$ cat src/rtl/caf_pkg.sv
// shared types, constants and arithmetic helpers of the complementary attitude filter
`default_nettype none
package caf_pkg;

  // datapath widths
  localparam int XW = 44;            // cordic vector components
  localparam int ZW = 34;            // cordic angle accumulator, q28 radians
  localparam int AW = 34;            // signed multiplicand of the digit multiplier
  localparam int BW = 24;            // unsigned multiplier operand
  localparam int PW = 60;            // product and blend sum
  localparam int MUL_DIGITS = BW / 4;
  localparam int ACC_W = 26;         // accel angle, q16 degrees
  localparam int HG_W = 29;          // h * rate, q16 degrees
  localparam int SQ_W = 48;          // radicand of the square root

  localparam int CORDIC_STEPS_DEF = 16;
  localparam int ATAN_ENTRIES = 24;
  localparam logic [BW-1:0] DEG_PER_RAD_Q16 = 24'd3756841;

  // register reset values and indexes
  localparam logic [15:0] GAMMA_RST = 16'd62259;
  localparam logic [15:0] STEP_RST = 16'd655;
  localparam logic [7:0] CFG_GAMMA = 8'd0;
  localparam logic [7:0] CFG_STEP = 8'd1;

  typedef enum logic [3:0] {
    ST_IDLE, ST_SQ_AY, ST_SQ_AZ, ST_SQRT, ST_CPRE, ST_CITER, ST_DEG,
    ST_HX, ST_HY, ST_HZ, ST_ROLL_W, ST_ROLL_G, ST_PITCH_W, ST_PITCH_G,
    ST_YAW_G, ST_DONE
  } caf_state_t;

  // atan(2^-i) in q28 radians, zero past the table
  function automatic logic signed [ZW-1:0] atan_q28(input logic [4:0] i);
    logic signed [ZW-1:0] v;
    case (i)
      5'd0:  v = 34'sd210828714;
      5'd1:  v = 34'sd124459457;
      5'd2:  v = 34'sd65760959;
      5'd3:  v = 34'sd33381290;
      5'd4:  v = 34'sd16755422;
      5'd5:  v = 34'sd8385879;
      5'd6:  v = 34'sd4193963;
      5'd7:  v = 34'sd2097109;
      5'd8:  v = 34'sd1048571;
      5'd9:  v = 34'sd524287;
      5'd10: v = 34'sd262144;
      5'd11: v = 34'sd131072;
      5'd12: v = 34'sd65536;
      5'd13: v = 34'sd32768;
      5'd14: v = 34'sd16384;
      5'd15: v = 34'sd8192;
      5'd16: v = 34'sd4096;
      5'd17: v = 34'sd2048;
      5'd18: v = 34'sd1024;
      5'd19: v = 34'sd512;
      5'd20: v = 34'sd256;
      5'd21: v = 34'sd128;
      5'd22: v = 34'sd64;
      5'd23: v = 34'sd32;
      default: v = '0;
    endcase
    return v;
  endfunction

  // round half up by 16 bits, saturate to signed 32
  function automatic logic signed [31:0] rnd16_sat32(input logic signed [PW-1:0] s);
    logic signed [PW-1:0] t;
    t = (s + PW'(32768)) >>> 16;
    if (t > PW'(2147483647)) return 32'(PW'(2147483647));
    if (t < -PW'(2147483647) - PW'(1)) return 32'(-PW'(2147483647) - PW'(1));
    return 32'(t);
  endfunction

  // saturating add of estimate and gyro increment
  function automatic logic signed [31:0] add_sat32(input logic signed [31:0] a,
                                                   input logic signed [HG_W-1:0] b);
    logic signed [33:0] t;
    t = 34'(a) + 34'(b);
    if (t > 34'(2147483647)) return 32'(34'(2147483647));
    if (t < -34'(2147483647) - 34'(1)) return 32'(-34'(2147483647) - 34'(1));
    return 32'(t);
  endfunction

  // estimate to 1/256 degree, round half up, saturate to 24 bits
  function automatic logic [23:0] to_out(input logic signed [31:0] e);
    logic signed [33:0] t;
    t = (34'(e) + 34'(128)) >>> 8;
    if (t > 34'(8388607)) return 24'(34'(8388607));
    if (t < 34'(-8388608)) return 24'(34'(-8388608));
    return 24'(t);
  endfunction

endpackage
`default_nettype wire

$ cat src/rtl/caf_digit_mul.sv
// signed by unsigned multiplier, one 4 bit digit of the multiplier per cycle
`default_nettype none
module caf_digit_mul import caf_pkg::*; (
  input  wire logic                 clk,
  input  wire logic                 rst_n,
  input  wire logic                 run,
  input  wire logic signed [AW-1:0] a,
  input  wire logic        [BW-1:0] b,
  output logic                      last,
  output logic signed [PW-1:0]      prod
);

  logic [2:0]           cnt_r, cnt_nxt;
  logic signed [PW-1:0] acc_r;
  logic [BW-1:0]        b_sh;
  logic [3:0]           dig;
  logic signed [AW+4:0] term;
  logic signed [PW-1:0] base;

  // msb digit first: acc = acc * 16 + a * digit
  always_comb begin
    b_sh = b << (4 * cnt_r);
    dig = b_sh[BW-1 -: 4];
    term = a * $signed({1'b0, dig});
    base = (cnt_r == 3'd0) ? '0 : (acc_r <<< 4);
    prod = base + PW'(term);
    last = run && (cnt_r == 3'(MUL_DIGITS - 1));
    cnt_nxt = (run && !last) ? cnt_r + 3'd1 : 3'd0;
  end

  always_ff @(posedge clk) begin
    if (!rst_n) begin
      cnt_r <= 3'd0;
    end else begin
      cnt_r <= cnt_nxt;
    end
  end

  always_ff @(posedge clk) begin
    if (run) begin
      acc_r <= prod;
    end
  end

endmodule
`default_nettype wire

$ cat src/rtl/complementary_attitude_filter_core.sv
// top level of the complementary attitude filter
`default_nettype none
// One IMU sample in, one roll/pitch/yaw estimate out. The block works on one
// sample at a time. Each all-zero vector skips its CORDIC iterations, so roll
// skips them when accel y and z are both zero, and pitch skips them when all
// three accel readings are zero. A result still stalled in the output
// register holds the next one back. The block is ready again the cycle after
// a result is loaded into the output register, while that result waits to be
// taken. The work for each sample is:
//   - the shared 4 bit digit multiplier: twelve products
//   - the square root: one result bit a cycle
//   - a pre-rotation of each of the roll and pitch vectors
//   - one CORDIC iteration a cycle for each of the roll and pitch angles
//   - the load of the output register
// Configuration writes are always accepted.
module complementary_attitude_filter_core import caf_pkg::*; #(
  parameter int CORDIC_STEPS = CORDIC_STEPS_DEF
) (
  input  wire logic               clk,
  input  wire logic               rst_n,
  input  wire logic               in_valid,
  output logic                    in_ready,
  input  wire logic signed [15:0] in_accel_x,
  input  wire logic signed [15:0] in_accel_y,
  input  wire logic signed [15:0] in_accel_z,
  input  wire logic signed [15:0] in_rate_x,
  input  wire logic signed [15:0] in_rate_y,
  input  wire logic signed [15:0] in_rate_z,
  output logic                    out_valid,
  input  wire logic               out_ready,
  output logic signed [23:0]      out_roll_out,
  output logic signed [23:0]      out_pitch_out,
  output logic signed [23:0]      out_yaw_out,
  input  wire logic               cfg_valid,
  output logic                    cfg_ready,
  input  wire logic [7:0]         cfg_index,
  input  wire logic [15:0]        cfg_data
);

  localparam int IW = (CORDIC_STEPS > 1) ? $clog2(CORDIC_STEPS) : 1;

  caf_state_t state_r, state_nxt;

  logic [15:0] gamma_r, step_r;
  logic signed [15:0] ax_r, ay_r, az_r, rx_r, ry_r, rz_r;
  logic [31:0] sqa_r;
  logic [SQ_W-1:0] sq_n_r, sq_q_r, sq_bit_r;
  logic [23:0] sqrt_r;
  logic signed [XW-1:0] cx_r, cy_r;
  logic signed [ZW-1:0] cz_r;
  logic [IW-1:0] it_r;
  logic pitch_r;
  logic signed [ACC_W-1:0] roll_acc_r, pitch_acc_r;
  logic signed [HG_W-1:0] hx_r, hy_r, hz_r;
  logic signed [PW-1:0] wsum_r;
  logic signed [31:0] roll_est_r, pitch_est_r, yaw_est_r;
  logic out_valid_r;
  logic signed [23:0] roll_o_r, pitch_o_r, yaw_o_r;

  logic mul_run, mul_last;
  logic signed [AW-1:0] mul_a;
  logic [BW-1:0] mul_b;
  logic signed [PW-1:0] mul_prod;

  logic [SQ_W-1:0] sq_try;
  logic sq_ge;
  logic signed [XW-1:0] vx, vy, px, py, dx, dy;
  logic signed [ZW-1:0] pz, at;
  logic vzero, it_last, out_load;

  assign in_ready = (state_r == ST_IDLE);
  assign cfg_ready = 1'b1;
  assign out_valid = out_valid_r;
  assign out_roll_out = roll_o_r;
  assign out_pitch_out = pitch_o_r;
  assign out_yaw_out = yaw_o_r;
  assign out_load = (state_r == ST_DONE) && (!out_valid_r || out_ready);

  // shared multiplier and its operand selection
  always_comb begin
    mul_run = 1'b1;
    mul_a = '0;
    mul_b = '0;
    unique case (state_r)
      ST_SQ_AY: begin
        mul_a = AW'(ay_r[15] ? -17'(ay_r) : 17'(ay_r));
        mul_b = BW'(ay_r[15] ? -17'(ay_r) : 17'(ay_r));
      end
      ST_SQ_AZ: begin
        mul_a = AW'(az_r[15] ? -17'(az_r) : 17'(az_r));
        mul_b = BW'(az_r[15] ? -17'(az_r) : 17'(az_r));
      end
      ST_DEG: begin
        mul_a = AW'(cz_r);
        mul_b = DEG_PER_RAD_Q16;
      end
      ST_HX: begin
        mul_a = AW'(rx_r);
        mul_b = BW'(step_r);
      end
      ST_HY: begin
        mul_a = AW'(ry_r);
        mul_b = BW'(step_r);
      end
      ST_HZ: begin
        mul_a = AW'(rz_r);
        mul_b = BW'(step_r);
      end
      ST_ROLL_W: begin
        mul_a = AW'(roll_acc_r);
        mul_b = BW'(17'd65536 - {1'b0, gamma_r});
      end
      ST_PITCH_W: begin
        mul_a = AW'(pitch_acc_r);
        mul_b = BW'(17'd65536 - {1'b0, gamma_r});
      end
      ST_ROLL_G: begin
        mul_a = AW'(roll_est_r) + AW'(hx_r);
        mul_b = BW'(gamma_r);
      end
      ST_PITCH_G: begin
        mul_a = AW'(pitch_est_r) + AW'(hy_r);
        mul_b = BW'(gamma_r);
      end
      ST_YAW_G: begin
        mul_a = AW'(yaw_est_r) + AW'(hz_r);
        mul_b = BW'(gamma_r);
      end
      default: mul_run = 1'b0;
    endcase
  end

  caf_digit_mul u_mul (
    .clk   (clk),
    .rst_n (rst_n),
    .run   (mul_run),
    .a     (mul_a),
    .b     (mul_b),
    .last  (mul_last),
    .prod  (mul_prod)
  );

  // square root step, one result bit per cycle
  always_comb begin
    sq_try = sq_q_r + sq_bit_r;
    sq_ge = (sq_n_r >= sq_try);
  end

  // cordic pre-rotation and iteration
  always_comb begin
    if (pitch_r) begin
      vy = -(XW'(ax_r) <<< 24);
      vx = $signed(XW'({sqrt_r, 16'b0}));
    end else begin
      vy = XW'(ay_r) <<< 24;
      vx = XW'(az_r) <<< 24;
    end
    vzero = (vx == '0) && (vy == '0);
    px = vx;
    py = vy;
    pz = '0;
    if (vx < 0) begin
      if (vy >= 0) begin
        px = vy;
        py = -vx;
        pz = atan_q28(5'd0) <<< 1;
      end else begin
        px = -vy;
        py = vx;
        pz = -(atan_q28(5'd0) <<< 1);
      end
    end
    dx = cy_r >>> it_r;
    dy = cx_r >>> it_r;
    at = atan_q28(5'(it_r));
    it_last = (it_r == IW'(CORDIC_STEPS - 1));
  end

  // sequencer
  always_comb begin
    state_nxt = state_r;
    unique case (state_r)
      ST_IDLE:    if (in_valid) state_nxt = ST_SQ_AY;
      ST_SQ_AY:   if (mul_last) state_nxt = ST_SQ_AZ;
      ST_SQ_AZ:   if (mul_last) state_nxt = ST_SQRT;
      ST_SQRT:    if (sq_bit_r[0]) state_nxt = ST_CPRE;
      ST_CPRE:    state_nxt = vzero ? ST_DEG : ST_CITER;
      ST_CITER:   if (it_last) state_nxt = ST_DEG;
      ST_DEG:     if (mul_last) state_nxt = pitch_r ? ST_HX : ST_CPRE;
      ST_HX:      if (mul_last) state_nxt = ST_HY;
      ST_HY:      if (mul_last) state_nxt = ST_HZ;
      ST_HZ:      if (mul_last) state_nxt = ST_ROLL_W;
      ST_ROLL_W:  if (mul_last) state_nxt = ST_ROLL_G;
      ST_ROLL_G:  if (mul_last) state_nxt = ST_PITCH_W;
      ST_PITCH_W: if (mul_last) state_nxt = ST_PITCH_G;
      ST_PITCH_G: if (mul_last) state_nxt = ST_YAW_G;
      ST_YAW_G:   if (mul_last) state_nxt = ST_DONE;
      ST_DONE:    if (out_load) state_nxt = ST_IDLE;
      default:    state_nxt = ST_IDLE;
    endcase
  end

  always_ff @(posedge clk) begin
    if (!rst_n) begin
      state_r <= ST_IDLE;
    end else begin
      state_r <= state_nxt;
    end
  end

  // control registers: config, estimates, output handshake
  always_ff @(posedge clk) begin
    if (!rst_n) begin
      gamma_r <= GAMMA_RST;
      step_r <= STEP_RST;
      roll_est_r <= '0;
      pitch_est_r <= '0;
      yaw_est_r <= '0;
      out_valid_r <= 1'b0;
    end else begin
      if (cfg_valid) begin
        if (cfg_index == CFG_GAMMA) gamma_r <= cfg_data;
        if (cfg_index == CFG_STEP) step_r <= cfg_data;
      end
      if (mul_last) begin
        if (state_r == ST_ROLL_G) roll_est_r <= rnd16_sat32(wsum_r + mul_prod);
        if (state_r == ST_PITCH_G) pitch_est_r <= rnd16_sat32(wsum_r + mul_prod);
        if (state_r == ST_YAW_G) yaw_est_r <= add_sat32(rnd16_sat32(mul_prod), hz_r);
      end
      if (out_load) begin
        out_valid_r <= 1'b1;
      end else if (out_ready) begin
        out_valid_r <= 1'b0;
      end
    end
  end

  // datapath registers
  always_ff @(posedge clk) begin
    if (in_valid && in_ready) begin
      ax_r <= in_accel_x;
      ay_r <= in_accel_y;
      az_r <= in_accel_z;
      rx_r <= in_rate_x;
      ry_r <= in_rate_y;
      rz_r <= in_rate_z;
      pitch_r <= 1'b0;
    end
    if (out_load) begin
      roll_o_r <= to_out(roll_est_r);
      pitch_o_r <= to_out(pitch_est_r);
      yaw_o_r <= to_out(yaw_est_r);
    end
    case (state_r) inside
      ST_SQ_AY: if (mul_last) sqa_r <= 32'(mul_prod);
      ST_SQ_AZ: begin
        if (mul_last) begin
          sq_n_r <= {sqa_r + 32'(mul_prod), 16'b0};
          sq_q_r <= '0;
          sq_bit_r <= SQ_W'(1) << (SQ_W - 2);
        end
      end
      ST_SQRT: begin
        if (sq_ge) begin
          sq_n_r <= sq_n_r - sq_try;
          sq_q_r <= (sq_q_r >> 1) + sq_bit_r;
        end else begin
          sq_q_r <= sq_q_r >> 1;
        end
        sq_bit_r <= sq_bit_r >> 2;
        if (sq_bit_r[0]) sqrt_r <= sq_ge ? 24'((sq_q_r >> 1) + sq_bit_r) : 24'(sq_q_r >> 1);
      end
      ST_CPRE: begin
        cx_r <= px;
        cy_r <= py;
        cz_r <= vzero ? '0 : pz;
        it_r <= '0;
      end
      ST_CITER: begin
        if (cy_r > 0) begin
          cx_r <= cx_r + dx;
          cy_r <= cy_r - dy;
          cz_r <= cz_r + at;
        end else begin
          cx_r <= cx_r - dx;
          cy_r <= cy_r + dy;
          cz_r <= cz_r - at;
        end
        it_r <= it_r + IW'(1);
      end
      ST_DEG: begin
        if (mul_last) begin
          if (pitch_r) pitch_acc_r <= ACC_W'((mul_prod + PW'(134217728)) >>> 28);
          else roll_acc_r <= ACC_W'((mul_prod + PW'(134217728)) >>> 28);
          pitch_r <= 1'b1;
        end
      end
      ST_HX: if (mul_last) hx_r <= HG_W'((mul_prod + PW'(8)) >>> 4);
      ST_HY: if (mul_last) hy_r <= HG_W'((mul_prod + PW'(8)) >>> 4);
      ST_HZ: if (mul_last) hz_r <= HG_W'((mul_prod + PW'(8)) >>> 4);
      ST_ROLL_W, ST_PITCH_W: if (mul_last) wsum_r <= mul_prod;
      default: ;
    endcase
  end

endmodule
`default_nettype wire

$ cat config.mk
export PLATFORM = sky130hd
export DESIGN_NAME = complementary_attitude_filter_core
export DESIGN_NICKNAME = d
export VERILOG_FILES = /design/src/rtl/caf_pkg.sv /design/src/rtl/caf_digit_mul.sv /design/src/rtl/complementary_attitude_filter_core.sv
export SDC_FILE = /design/constraint.sdc
export NUM_CORES = 2
export LEC_CHECK = 0
export ABC_CLOCK_PERIOD_IN_PS = 46100
export CAP_MARGIN = 5
export CELL_PAD_IN_SITES_DETAIL_PLACEMENT = 2
export CELL_PAD_IN_SITES_GLOBAL_PLACEMENT = 2
export CORE_MARGIN = 4
export CORE_UTILIZATION = 46
export DETAILED_ROUTE_END_ITERATION = 7
export DONT_BUFFER_PORTS = 1
export PLACE_DENSITY = 0.85
export SYNTH_ARGS = -nofsm -noshare
export SYNTH_HDL_FRONTEND = slang
export SYNTH_SLANG_ARGS = --single-unit
$ cat constraint.sdc
create_clock -name clk -period 46.1 [get_ports clk]
set_clock_uncertainty 0.2 [all_clocks]
set_input_delay 6.915 -clock clk [delete_from_list [all_inputs] [get_ports clk]]
set_output_delay 6.915 -clock clk [all_outputs]
set_load 0.005 [all_outputs]
==> summary.txt <==
Run status
  • Outcome: completed

Timing
  • Final Max Slew Viols: 0
  • Crit path time final: 18.11 ns
  • Rel. slew slack: 7.03%
  • Max Fclk: about 0.055 GHz
  • Fin. Hold Viols: 0
  • Worst slew pin tran: 1.39 ns
  • Final period utilization: between 30% and 40%
  • Final Setup Violations: 0
  • Fin Hold WS: 0.296 ns
  • RSZ-0062 raised after global routing: false
  • Total Neg Setup Slack: 0 ns

Floorplan
  • DIE WIDTH: 411 µm
  • Area of the core: 161000 µm²
  • Die ar.: roughly 170000 µm²
  • Row cnt: 147
  • Initial core utilization: ~46%
  • I/O pins: 200
  • Die H: slightly above 400 µm

Critical path
  • Top cell by count, worst path: a21oi_1
  • Crit path largest cell delay: 1.10 ns
  • CP delay by family, top: compound AO/OA/AOI/OAI gates
  • Critical Path Start Type: flip-flop
  • CP Max Fanout: 36
  • Worst Path Arrival: 18.59 ns
  • R2R Setup Slk: 27.99 ns
  • Setup CP Type: flip-flop to flip-flop
  • CP Buf/Inv Count: 4
  • Data required, critical path: about 47 ns
  • Worst reg2reg startpoint: ay_r[15]$_DFFE_PP_
  • Slowest cell on crit path: a2bb2oi_1
  • Worst setup EP type: flip-flop
  • R2R Path End: yaw_est_r[2]$_SDFFE_PN0P_
  • Worst r2r path cells: 48

Logic synthesis
  • Sequential share of the synthesized area: 33.5%
  • Post-synth ARST share: 0%
  • Top cells by area, synth: edfxtp_1 29%, ha_1 11%, xnor2_1 4.9%, dfxtp_1 4.4%, a21oi_1 4.1%
  • Ys Warns: 0
  • Main flop type after synthesis: edfxtp_1
  • Mapped Area: ~75000 µm²
  • Post-synth cell types: 112
  • Share of the synthesized area in the top cell type: 29.1%
  • Avg Cell Area, Syn: 9.29 µm²
  • Syn nets: 8975
  • Synth Instances: 8061
  • EDFF count, synth: 725
  • Synth area leader: edfxtp_1
  • Yosys reg bits: 889

GRT
  • Met1 Usage GRT: 47.5%
  • Total track usage: 37.9%
  • Overflow after GRT: 0
  • Largest net degree at the start of global routing: 84
  • First-pass GRT wire length: 489000 µm
  • Grt met2 use: between 60% and 70%
  • Busiest layer in global routing: met2
  • GRT met3 Usage: roughly 6.9%
  • Initial antenna violation count: 47
  • Vias in the first global route: 73.8k

Route
  • Via count: 68.5k
  • Final ANT Viol Nets: 0
  • Starting DRT DRC Count: 6607
  • Routed wire length: 332000 µm
  • DR pass1 iterations: 6
  • Vias per cell: 6.65
  • Routed length per placed instance: ~32 µm
  • Remaining DRCs: 0

Clocking
  • CTS clock-pin slew for the worst setup and hold paths: 0.06 ns
  • CTS tree: built
  • Root Buffer Master: clkbuf_16
  • Clock buffer depth: 3
  • Clock sinks: between 800 and 900
  • Worst-Skew Late Latency: slightly above 0.8 ns
  • H-tree depth reported by CTS: 3
  • Post-CTS Setup Repair Bufs: 0
  • Cts hold-fix bufs: 0
  • Cts repair resizes: 0
  • CTS buffer count: 110

Power
  • Sw Pwr: 1.71 mW
  • Comb pwr share: between 40% and 50%
  • Switching part of the total: a little over two fifths
  • Int Power: 2.20 mW
  • VDD IR-drop max: 0.0676 mV
  • Share of total power in sequential cells: 27.3%
  • Leakage: 33.2 nW
  • Cell Pwr Density: 48.0 nW/µm²
  • Clock network fraction of total power: 24.2%

Min path
  • Hold WC Path Type: flip-flop to flip-flop
  • Min-delay src: step_r[1]$_SDFFE_PN1P_
  • Hold EP: step_r[1]$_SDFFE_PN1P_
  • Hold depth: 2

Finish
  • Area Growth Syn to Fin: 8.82%
  • Commonest non-fill, non-tap cell in the layout: nand2_1
  • Fill cells: approximately 17k
  • Layout cells sized above 1: 7.26%
  • Most frequent cells in the layout: 744 x nand2_1, 725 x edfxtp_1, 666 x nor2_1
  • Fin util: just over 50%
  • Nets@finish: 8914

Placed design
  • Port Buffer Count: 0
  • GPL Wtd Cong: 0.964
  • Detailed placer's ending HPWL: 249000 µm

Flow run
  • Max Cap Viol: 0
-- layout make-up --
cell class              instances  area (µm²)  share of cell area, %
well taps                    2160        2700                   3.32
repair buffers                133         998                   1.23
diodes                         42         105                  0.129
clock inverters                59         607                  0.745
multi-input cells            6463       47300                   58.0
clock buffers                 151        3200                   3.93
inverters                     403        1520                   1.86
flip-flops and latches        889       25100                   30.8
-- how the worst max path moves through the flow --
| stage | start | to | slack (ns) | depth (start not counted) |
|---|---|---|---|---|
| floorplan | state_r[3]$_SDFFE_PN0P_ | yaw_est_r[30]$_SDFFE_PN0P_ | 30.19 | 51 |
| global placement | ay_r[15]$_DFFE_PP_ | yaw_est_r[2]$_SDFFE_PN0P_ | 29.92 | 48 |
| detailed placement | ay_r[15]$_DFFE_PP_ | yaw_est_r[2]$_SDFFE_PN0P_ | 29.31 | 48 |
| CTS | ay_r[15]$_DFFE_PP_ | yaw_est_r[21]$_SDFFE_PN0P_ | 28.82 | 48 |
| global route | ay_r[15]$_DFFE_PP_ | yaw_est_r[21]$_SDFFE_PN0P_ | 27.70 | 48 |
| finish | ay_r[15]$_DFFE_PP_ | yaw_est_r[2]$_SDFFE_PN0P_ | 27.99 | 48 |
-- worst min-delay path, cell delays in order (launching register included) --
cell and delay [ns]:
dfxtp_1 0.33, mux2i_1 0.07, nand2_1 0.06
-- power groups by stage --
stage | logic, mW | clock network, mW | registers (mW)
after CTS | 1.86 | 0.955 | 1.06
after global routing | 2.03 | 0.984 | 1.07
after global placement | 1.69 | 0 | 1.07
final | 1.90 | 0.948 | 1.07
after floorplan | 1.24 | 0 | 1.05
after detailed placement | 1.81 | 0 | 1.08
-- state kept, by name, summed over array words and instances (netlist names), 32 cells and up --
register	flops
yaw_est_r	32
sq_n_r	48
cz_r	34
u_mul.acc_r	56
cx_r	44
wsum_r	60
pitch_est_r	32
sqa_r	32
roll_est_r	32
sq_q_r	48
cy_r	44
-- Yosys cell counts (22+ instances only) --
cell / n
o21a_1: 68
nand2b_1: 84
o21ai_0: 460
or2_2: 37
edfxtp_1: 725
xnor2_1: 420
dfxtp_1: 164
nand2_1: 745
inv_1: 399
and2_1: 155
mux2i_1: 135
a31o_2: 28
nand3_1: 202
xor2_1: 347
buf_2: 22
a21oi_2: 23
o31ai_1: 42
o211ai_1: 46
a31oi_1: 91
fa_1: 128
mux4_2: 74
o21bai_1: 84
o22ai_1: 30
or3_1: 51
a211oi_1: 80
clkbuf_1: 240
nor4_1: 30
buf_1: 32
a21oi_1: 616
ha_1: 661
a221o_1: 73
nor2b_1: 86
nor2_1: 678
maj3_1: 26
a22oi_1: 53
nand4_1: 78
and3_1: 87
a21o_1: 206
nor3_1: 138
-- routing by layer --
layer | wire (µm) | vias up | share of wire (%)
met2 | 154000 | 2797 | 47
met3 | 24700 | 821 | 7.4
li1 | - | 29500 | -
met4 | 20000 | 8 | 6.0
met5 | 67 | - | 0.020
met1 | 132000 | 35400 | 40
-- kinds of logic after synthesis --
| family | after synthesis | synth area share (%) |
|---|---|---|
| and+or+nand+nor | 2478 | 15.8 |
| AOI/OAI and AO/OA | 2175 | 19.0 |
| DFF | 889 | 33.5 |
| adders and majority gates | 815 | 14.8 |
| xor gates and xnor gates | 769 | 9.03 |
| buffers and inverters | 709 | 3.66 |
| muxes | 225 | 4.27 |
| other | 1 | 0.00501 |
-- stage by stage --
step / instances / setup slack (ns) / area (µm²) / power [mW]
after floorplan: 8061 / 30.19 / 74900 / 2.29
after global placement: 10000 / 29.92 / 77600 / 2.76
after detailed placement: 10000 / 29.31 / 77600 / 2.89
after CTS: 10300 / 28.82 / 81400 / 3.87
after global routing: 10300 / 27.70 / 81400 / 4.09
final: 10300 / 27.99 / 81500 / 3.91
Power figures use the tool's default switching activity.
